`config.mk`:
```
export PLATFORM = sky130hd
export DESIGN_NAME = rgb_led_fade_dimmer_core
export DESIGN_NICKNAME = d
export VERILOG_FILES = /design/src/design/rlfd_pkg.sv /design/src/design/rgb_led_fade_dimmer_core.sv
export SDC_FILE = /design/constraint.sdc
export NUM_CORES = 2
export LEC_CHECK = 0
export BUFFER_PORTS_ARGS = -buffer_cell sky130_fd_sc_hd__buf_2
export CORE_ASPECT_RATIO = 0.6
export CORE_UTILIZATION = 55
export DETAILED_ROUTE_END_ITERATION = 8
export MAX_ROUTING_LAYER = met4
export PLACE_DENSITY = 0.69
export REMOVE_ABC_BUFFERS = 1
export SYNTH_ARGS = -nofsm -noshare
export SYNTH_HDL_FRONTEND = slang
export SYNTH_SLANG_ARGS = --single-unit
```
`constraint.sdc`:
```
create_clock -name i_clk -period 7.26 [get_ports i_clk]
set_clock_uncertainty 0.05 [all_clocks]
set_input_delay 1.815 -clock i_clk [delete_from_list [all_inputs] [get_ports i_clk]]
set_output_delay 1.815 -clock i_clk [all_outputs]
set_load 0.01 [all_outputs]
```
`src/design/rlfd_pkg.sv`:
```
// Package for the RGB LED fade dimmer: command codes, widths and palette.
// No dependencies; imported by the dimmer core.
`timescale 1ns / 1ps

package rlfd_pkg;

    localparam int LEVEL_W  = 8;
    localparam int BRIGHT_W = 16;
    localparam int PAL_W    = 3;
    localparam int PROD_W   = LEVEL_W + BRIGHT_W;

    typedef logic [1:0]          t_cmd;
    typedef logic [LEVEL_W-1:0]  t_level;
    typedef logic [BRIGHT_W-1:0] t_bright;
    typedef logic [PAL_W-1:0]    t_pal_idx;
    typedef logic [PROD_W-1:0]   t_prod;

    typedef struct packed {
        t_level red;
        t_level green;
        t_level blue;
    } t_rgb;

    localparam t_cmd CMD_SET_COLOUR = 2'd0;
    localparam t_cmd CMD_STEP       = 2'd1;
    localparam t_cmd CMD_CYCLE      = 2'd2;
    localparam t_cmd CMD_TICK       = 2'd3;

    localparam t_pal_idx PAL_LAST = 3'd6;

    // Fixed colour palette; any stray index reads as white
    function automatic t_rgb palette_colour(input t_pal_idx idx);
        t_rgb c;
        unique case (idx)
            3'd0:    c = '{red: 8'd255, green: 8'd255, blue: 8'd255};
            3'd1:    c = '{red: 8'd255, green: 8'd0,   blue: 8'd0};
            3'd2:    c = '{red: 8'd0,   green: 8'd170, blue: 8'd255};
            3'd3:    c = '{red: 8'd80,  green: 8'd220, blue: 8'd0};
            3'd4:    c = '{red: 8'd180, green: 8'd0,   blue: 8'd255};
            3'd5:    c = '{red: 8'd0,   green: 8'd0,   blue: 8'd255};
            3'd6:    c = '{red: 8'd255, green: 8'd100, blue: 8'd4};
            default: c = '{red: 8'd255, green: 8'd255, blue: 8'd255};
        endcase
        return c;
    endfunction

endpackage

```
`src/design/rgb_led_fade_dimmer_core.sv`:
```
// RGB LED fade dimmer: command decode, colour fade, brightness and PWM scaling.
// Depends on rlfd_pkg.
`timescale 1ns / 1ps

// Usage
//   Input channel: i_valid / o_stall carry one command beat (i_cmd, colour
//   levels, signed brightness step). A beat is taken when i_valid is high
//   and o_stall is low.
//   Output channel: o_valid / i_stall carry one result beat per command:
//   three PWM compare values (level * brightness / 255), step_accepted and
//   fading. A beat is delivered when o_valid is high and i_stall is low.
//   Config: i_cfg_wr_en with i_cfg_wr_data writes the brightness ceiling;
//   write it only while no command is in flight.
//   Path: input register, state update register, channel multiply register,
//   then divide by 255 into the output register.
//   Throughput: one command per cycle while the output is not stalled; the
//   state update stage is the only loop.
//   Stall: a held output stops the pipe stage by stage; bubbles are squeezed
//   out first, so o_stall rises only when all four stages hold a beat.
//   Reset (synchronous, i_rst_n low): pipe empties, levels and target go to
//   zero, no fade, palette points at white, brightness at its minimum and the
//   ceiling at 1000.
module rgb_led_fade_dimmer_core
    import rlfd_pkg::*;
#(
    parameter int FADE_STEPS     = 255,
    parameter int MIN_BRIGHTNESS = 20
) (
    input  logic               i_clk,
    input  logic               i_rst_n,
    input  logic               i_cfg_wr_en,
    input  logic [15:0]        i_cfg_wr_data,
    input  logic               i_valid,
    output logic               o_stall,
    input  logic [1:0]         i_cmd,
    input  logic [7:0]         i_red_in,
    input  logic [7:0]         i_green_in,
    input  logic [7:0]         i_blue_in,
    input  logic signed [15:0] i_brightness_step,
    output logic               o_valid,
    input  logic               i_stall,
    output logic [15:0]        o_pwm_red,
    output logic [15:0]        o_pwm_green,
    output logic [15:0]        o_pwm_blue,
    output logic               o_step_accepted,
    output logic               o_fading
);

    localparam logic [7:0]          FADE_LEN   = 8'(FADE_STEPS);
    localparam logic [BRIGHT_W:0]   MIN_WIDE   = (BRIGHT_W+1)'(MIN_BRIGHTNESS);
    localparam t_bright             BRIGHT_RST = BRIGHT_W'(MIN_BRIGHTNESS);
    localparam t_bright             CEIL_RST   = 16'd1000;
    localparam int                  QW         = PROD_W + 25;

    // Move a level one unit toward its target
    function automatic t_level approach(input t_level cur, input t_level tgt);
        t_level r;
        if (tgt > cur) begin
            r = cur + 8'd1;
        end else if (tgt < cur) begin
            r = cur - 8'd1;
        end else begin
            r = cur;
        end
        return r;
    endfunction

    // Floor divide by 255 via reciprocal 2^24+2^16+2^8+2 over 2^32, exact below 2^24
    function automatic t_bright div255(input t_prod x);
        logic [QW-1:0] s;
        s = {1'b0, x, 24'd0} + {9'd0, x, 16'd0} + {17'd0, x, 8'd0} + {24'd0, x, 1'b0};
        return s[47:32];
    endfunction

    // Handshake advance chain
    logic r_in_valid, r_s1_valid, r_s2_valid, r_out_valid;
    logic w_adv0, w_adv1, w_adv2, w_adv3;

    assign w_adv3  = !r_out_valid || !i_stall;
    assign w_adv2  = !r_s2_valid || w_adv3;
    assign w_adv1  = !r_s1_valid || w_adv2;
    assign w_adv0  = !r_in_valid || w_adv1;
    assign o_stall = !w_adv0;
    assign o_valid = r_out_valid;

    // Input register
    t_cmd           r_in_cmd;
    t_rgb           r_in_rgb;
    logic [15:0]    r_in_step;

    always_ff @(posedge i_clk) begin
        if (!i_rst_n) begin
            r_in_valid <= 1'b0;
        end else if (w_adv0) begin
            r_in_valid <= i_valid;
        end
        if (w_adv0 && i_valid) begin
            r_in_cmd  <= i_cmd;
            r_in_rgb  <= '{red: i_red_in, green: i_green_in, blue: i_blue_in};
            r_in_step <= i_brightness_step;
        end
    end

    // Ceiling register
    t_bright r_ceiling;

    always_ff @(posedge i_clk) begin
        if (!i_rst_n) begin
            r_ceiling <= CEIL_RST;
        end else if (i_cfg_wr_en) begin
            r_ceiling <= i_cfg_wr_data;
        end
    end

    // Dimmer state
    t_rgb       r_level, n_level;
    t_rgb       r_target, n_target;
    logic [7:0] r_ticks, n_ticks;
    t_pal_idx   r_pal, n_pal;
    t_bright    r_bright, n_bright;
    logic       n_acc;
    logic       r_s1_acc, r_s1_fade;

    logic [BRIGHT_W+1:0] w_sum;
    logic                w_step_ok;
    t_pal_idx            w_idx;
    logic [7:0]          w_ticks_dec;

    assign w_sum = {2'b00, r_bright} + {{2{r_in_step[15]}}, r_in_step};
    assign w_step_ok = !w_sum[BRIGHT_W+1] && (w_sum[BRIGHT_W:0] >= MIN_WIDE)
                       && (w_sum[BRIGHT_W:0] <= {1'b0, r_ceiling});
    assign w_idx = (r_pal > PAL_LAST) ? '0 : r_pal;
    assign w_ticks_dec = r_ticks - 8'd1;

    // Apply one command to the state
    always_comb begin
        n_level  = r_level;
        n_target = r_target;
        n_ticks  = r_ticks;
        n_pal    = r_pal;
        n_bright = r_bright;
        n_acc    = 1'b1;
        unique case (r_in_cmd)
            CMD_SET_COLOUR: begin
                n_level = r_in_rgb;
                n_ticks = '0;
            end
            CMD_STEP: begin
                if (w_step_ok) begin
                    n_bright = w_sum[BRIGHT_W-1:0];
                end else begin
                    n_acc = 1'b0;
                end
            end
            CMD_CYCLE: begin
                n_target = palette_colour(w_idx);
                n_ticks  = FADE_LEN;
                n_pal    = (w_idx == PAL_LAST) ? '0 : w_idx + 3'd1;
            end
            CMD_TICK: begin
                if (r_ticks != '0) begin
                    n_ticks = w_ticks_dec;
                    if (w_ticks_dec == '0) begin
                        n_level = r_target;
                    end else begin
                        n_level.red   = approach(r_level.red, r_target.red);
                        n_level.green = approach(r_level.green, r_target.green);
                        n_level.blue  = approach(r_level.blue, r_target.blue);
                    end
                end
            end
            default: begin
                n_acc = 1'b1;
            end
        endcase
    end

    always_ff @(posedge i_clk) begin
        if (!i_rst_n) begin
            r_s1_valid <= 1'b0;
            r_level    <= '0;
            r_target   <= '0;
            r_ticks    <= '0;
            r_pal      <= '0;
            r_bright   <= BRIGHT_RST;
            r_s1_acc   <= 1'b1;
            r_s1_fade  <= 1'b0;
        end else if (w_adv1) begin
            r_s1_valid <= r_in_valid;
            if (r_in_valid) begin
                r_level   <= n_level;
                r_target  <= n_target;
                r_ticks   <= n_ticks;
                r_pal     <= n_pal;
                r_bright  <= n_bright;
                r_s1_acc  <= n_acc;
                r_s1_fade <= (n_ticks != '0);
            end
        end
    end

    // Multiply each level by the brightness
    t_prod r_prod_red, r_prod_green, r_prod_blue;
    logic  r_s2_acc, r_s2_fade;

    always_ff @(posedge i_clk) begin
        if (!i_rst_n) begin
            r_s2_valid <= 1'b0;
        end else if (w_adv2) begin
            r_s2_valid <= r_s1_valid;
        end
        if (w_adv2 && r_s1_valid) begin
            r_prod_red   <= PROD_W'(r_level.red) * PROD_W'(r_bright);
            r_prod_green <= PROD_W'(r_level.green) * PROD_W'(r_bright);
            r_prod_blue  <= PROD_W'(r_level.blue) * PROD_W'(r_bright);
            r_s2_acc     <= r_s1_acc;
            r_s2_fade    <= r_s1_fade;
        end
    end

    // Divide by 255 into the output register
    always_ff @(posedge i_clk) begin
        if (!i_rst_n) begin
            r_out_valid <= 1'b0;
        end else if (w_adv3) begin
            r_out_valid <= r_s2_valid;
        end
        if (w_adv3 && r_s2_valid) begin
            o_pwm_red       <= div255(r_prod_red);
            o_pwm_green     <= div255(r_prod_green);
            o_pwm_blue      <= div255(r_prod_blue);
            o_step_accepted <= r_s2_acc;
            o_fading        <= r_s2_fade;
        end
    end

endmodule

```
Word-level counts from Yosys, hierarchy flattened
Cells that the tools add are included.
{"block": "classes", "add_sub_neg": 18, "n_mul": 3, "order_cmp": 9, "eq_ne": 13, "muxes": 16, "reduce_logical": 27}
{"operator": "$add A48 B25 Y48", "count": 3}
{"operator": "$add A48 B32 Y48", "count": 3}
{"operator": "$add A48 B40 Y48", "count": 3}
{"operator": "$pmux W24 S6", "count": 1}
{"operator": "$mul A8 B16 Y24", "count": 3}
{"operator": "$mux W8", "count": 7}
{"operator": "$mux W24", "count": 2}
{"operator": "$pmux W24 S2", "count": 1}
{"operator": "$sub A8 B1 Y8 const B", "count": 4}
{"operator": "$add A8 B1 Y8 const B", "count": 3}
{"operator": "$gt A8 B8 Y1", "count": 3}
{"operator": "$lt A8 B8 Y1", "count": 3}
{"operator": "$pmux W8 S3", "count": 1}
{"operator": "$add A17 B16 Y18", "count": 1}
{"operator": "$ge A17 B5 Y1 const B", "count": 1}
{"operator": "$le A17 B16 Y1", "count": 1}
{"operator": "$reduce_bool A8 Y1", "count": 2}
{"operator": "$reduce_and A5 Y1", "count": 3}
{"operator": "$ne A4 B4 Y1 const B", "count": 3}
{"operator": "$eq A3 B3 Y1 const B", "count": 3}
{"operator": "$logic_not A8 Y1", "count": 1}
{"operator": "$logic_not A1 Y1", "count": 7}
{"operator": "$eq A3 B2 Y1 const B", "count": 2}
{"operator": "$mux W3", "count": 2}
{"operator": "other kinds (14)", "count": 23}
{"block": "totals", "register_bits": 263}

Depth between registers and ports, before layout
{"block": "depth", "depth_word": 6, "depth_mapped": 23, "mapped_depth_nobuf": 21}

Worst setup path before layout
OpenSTA, ideal clock, no wires.
{"block": "synth_path", "path_kind": "input-to-reg", "start": "in i_stall", "end": "reg o_fading, enable pin", "arrival_time_ps": 5481, "setup_slack_ps": 1195, "path_stages": 1, "path_buffers": 0, "path_cell_list": "a21boi_0"}
{"block": "synth_via", "elab_chain_len": 3}
{"element": "start, declared", "line": "rgb_led_fade_dimmer_core.sv:41", "rtl": "input logic i_stall,"}
{"element": "$logic_not A1 Y1", "line": "rgb_led_fade_dimmer_core.sv:79", "rtl": "assign w_adv3 = !r_out_valid || !i_stall;"}
{"element": "$logic_or A1 B1 Y1", "line": "rgb_led_fade_dimmer_core.sv:79"}
{"element": "$logic_and A1 B1 Y1", "line": "rgb_led_fade_dimmer_core.sv:228", "rtl": "if (w_adv3 && r_s2_valid) begin"}
{"element": "end signal, assigned", "line": "rgb_led_fade_dimmer_core.sv:233", "rtl": "o_fading <= r_s2_fade;"}
{"element": "end, declared", "line": "rgb_led_fade_dimmer_core.sv:46", "rtl": "output logic o_fading"}
No other way between the ends.
A chain may end at the register's enable or synchronous reset.

Worst setup path in the final report
{"block": "layout_path", "start": "reg r_bright[1]", "end": "reg r_prod_green[22] (data pin)"}
{"block": "layout_via", "elab_chain_len": 1}
{"element": "start, declared", "line": "rgb_led_fade_dimmer_core.sv:120", "rtl": "t_bright r_bright, n_bright;"}
{"element": "start signal, assigned", "line": "rgb_led_fade_dimmer_core.sv:195", "rtl": "r_bright <= n_bright;"}
{"element": "$mul A8 B16 Y24", "line": "rgb_led_fade_dimmer_core.sv:214", "rtl": "r_prod_green <= PROD_W'(r_level.green) * PROD_W'(r_bright);"}
{"element": "end signal, assigned", "line": "rgb_led_fade_dimmer_core.sv:214"}
{"element": "end, declared", "line": "rgb_led_fade_dimmer_core.sv:203", "rtl": "t_prod r_prod_red, r_prod_green, r_prod_blue;"}
No other way between the ends.

==> metrics.txt <==
Final Hold Viols=0; CTS Hold Buffers Added=0; Area Overhead vs Synth=8.12%; sequential power share=38.8%; Switching Fraction=31.1%; row count=64; Post-Syn Area=28900 um^2; Clk Latency, worst-skew pair=590 ps; Routed Antenna Nets=0; Psw=1.36 mW; initial antenna violation count=0; CP max-delay cell=dfxtp_1; WL final=70.1 mm; largest net degree at the start of global routing=60; Rel. slew slack=18.0%; Power Dens Cells=140 nW/um^2; Hold Crit Class=reg2reg; Least-Margin Pin Slew=1220 ps; clk sink count=251; utilization after layout=60.8%; Mapped Cells=2933; critical path data arrival time=6570 ps; routed vias=21300; syn_area_per_cell=9.86 um^2; commonest non-fill, non-tap cell in the layout=ha_1; setup slack at placement=1060 ps; Placeable Area=51400 um^2; nets@finish=3829; fraction of registers with async set/reset=0%; DRC=0; EDFF count, synth=166; RSZ-0062 raised after global routing=no; GRT Overall Usage=27.5%; Slew Viols, Final=0; CP Launch Type=flop; clock share of power=36.3%; status=finished clean; Vias/cell=5.72; Crit path required time=7540 ps; ANT cells=0; maxcap violations=0; Reg area=6690 um^2; layout cell share with drive strength beyond 1=7.42%; most used cell, CP=fa_1; period utilization=86.7%; most frequent cells in the layout=ha_1, inv_1, and2_1, fa_1, nor2_1; die width=298 um; Gate power share=24.9%; Yosys cell types=78; vias in the first global route=21900; RD Place Congestion=0.950; first-pass iteration count of the detailed router=5; DRT iter0 DRCs=1782; Multi-input gate area=20500 um^2; global-route wire length before repair=115 mm; post-synthesis sequential area ratio=23.1%; final worst slack=966 ps; CP Class=reg2reg; die footprint=53600 um^2; Max Fclk=0.159 GHz; post-DP HPWL=55.1 mm; Synth Flop Type=edfxtp_1; IO Pins=115; crit-path max FO=11; number of I/O port buffers=114; worst path cell trace=clkinv_1, nor2_1, fa_1, fa_1, fa_1, inv_1, fa_1, inv_1, ha_1, a21oi_1, o21ai_1, a21oi_1, a211oi_1, a41o_1, or4_1, a41o_1, a21oi_1, xnor2_1; drt wl/cell=18.8 um; Post CTS Setup Buffer Count=0; Clk pin slew, worst setup/hold paths=60 ps; CP endpoint kind=flop; max incr delay on CP=680 ps; CTS Buf Count=28; Resized cells post-CTS=0; filler cell count in the final layout=4304; Die H=180 um; Final Setup Violations=0; Bufs on Longest Clock Path=3; number of H-tree levels=1; #FFs+latches synth=251; GRT overflow=0; post-layout min period=6290 ps; initial core utilization=56.3%; Yosys Warn Count=0; CTS root buf=clkbuf_16; Peak VDD IR=0.204 mV; Fin Setup TNS=0 ps; LEAKAGE=15.3 nW; TritonCTS clock tree=built; Internal Power=3.02 mW
==> cells by family after synthesis <==
logic type | after synthesis | share of synthesized area, %
simple gates | 849 | 15.0
fa+ha+maj | 754 | 40.6
buf+inv | 467 | 6.13
compound gates | 462 | 10.4
flops | 251 | 23.1
xor+xnor | 126 | 3.96
mux | 24 | 0.839
==> Yosys cell counts, types with 4 or more instances <==
cell	instances	area share (%)
clkbuf_1	84	1.1
o21a_1	16	0.42
a21o_1	59	1.5
o31ai_1	4	0.10
nand2_1	156	2.0
buf_2	7	0.12
or2_2	5	0.11
xnor2_1	90	2.7
o211ai_1	19	0.49
and3_1	14	0.30
a211o_1	11	0.33
o21bai_1	10	0.26
a221oi_1	4	0.12
nand2b_1	15	0.32
nand3_1	47	0.81
edfxtp_1	166	17
nor2_1	207	2.7
a211oi_1	34	0.88
mux2i_1	22	0.76
a21oi_1	159	2.8
nor3_1	26	0.45
xor2_1	33	1.0
nand4_1	25	0.54
and4_1	5	0.15
nor2b_1	19	0.41
o21ai_0	76	1.3
ha_1	447	19
buf_1	4	0.052
fa_1	307	21
or3_1	10	0.22
inv_1	369	4.8
dfxtp_1	85	5.9
and2_1	308	6.7
a31oi_1	16	0.35
a31o_2	4	0.12
==> layout make-up <==
type                            instances  share of cell area (%)
Multi-Input combinational cell       2215                    65.5
Sequential cell                       251                    21.4
Inverter                              370                    4.44
Tap cell                              693                    2.77
Timing Repair Buffer                  146                    2.59
Clock buffer                           34                    2.49
Clock inverter                         18                   0.788
==> routing by layer <==
| layer | vias up | global-route usage, % | part of all wire (%) |
|---|---|---|---|
| li1 | 10000 | - | - |
| met1 | 10400 | 39.4 | 47 |
| met2 | 801 | 39.9 | 42 |
| met3 | 109 | 5.56 | 8.6 |
| met4 | 0 | 6.13 | 2.3 |
| met5 | - | - | 0 |
==> registers in the layout, summed over array words and instances (netlist names), 2 cells and up <==
register,cells
r_in_rgb,24
o_pwm_green,16
r_prod_red,24
o_pwm_blue,16
r_in_cmd,2
r_in_step,16
r_prod_blue,24
r_level,24
r_pal,3
r_ceiling,16
r_bright,16
r_ticks,8
o_pwm_red,16
r_prod_green,24
r_target,12
==> worst max-delay path: cells and delay by family (launching register included) <==
| kind | cells | cell delay [ps] |
|---|---|---|
| adders and majority gates | 5 | 2420 |
| buffers and inverters | 3 | 690 |
| xor gates and xnor gates | 1 | 90 |
| DFF | 1 | 680 |
| AOI/OAI and AO/OA | 7 | 1340 |
| and+or+nand+nor | 2 | 770 |
==> power groups by stage <==
stage	sequential [mW]	clock (mW)	combinational, mW
6_report	1.70	1.59	1.09
5_1_grt	1.71	1.68	1.24
4_1_cts	1.70	1.63	1.08
3_5_place_dp	1.73	0	1.07
3_3_place_gp	1.73	0	1.03
2_1_floorplan	1.69	0	0.799
==> through the flow <==
stage	hold slack [ps]	std cells	instance area [um^2]	total power, mW
finish	372	3727	31300	4.38
global route	377	3727	31300	4.62
CTS	371	3727	31300	4.41
detailed placement	356	3675	30300	2.80
global placement	359	3675	30300	2.75
floorplan	350	2836	28500	2.49
==> final timing paths <==
path	cells after the start	to	slack [ps]	from
worst max-delay path	18	r_prod_green[22]	970	r_bright[1]
worst min-delay path	0	o_step_accepted	370	r_s2_acc
worst max register to register	18	r_prod_green[22]	970	r_bright[1]
worst min register to register	0	o_step_accepted	370	r_s2_acc
Note: power is estimated with default switching activity, not from simulation.
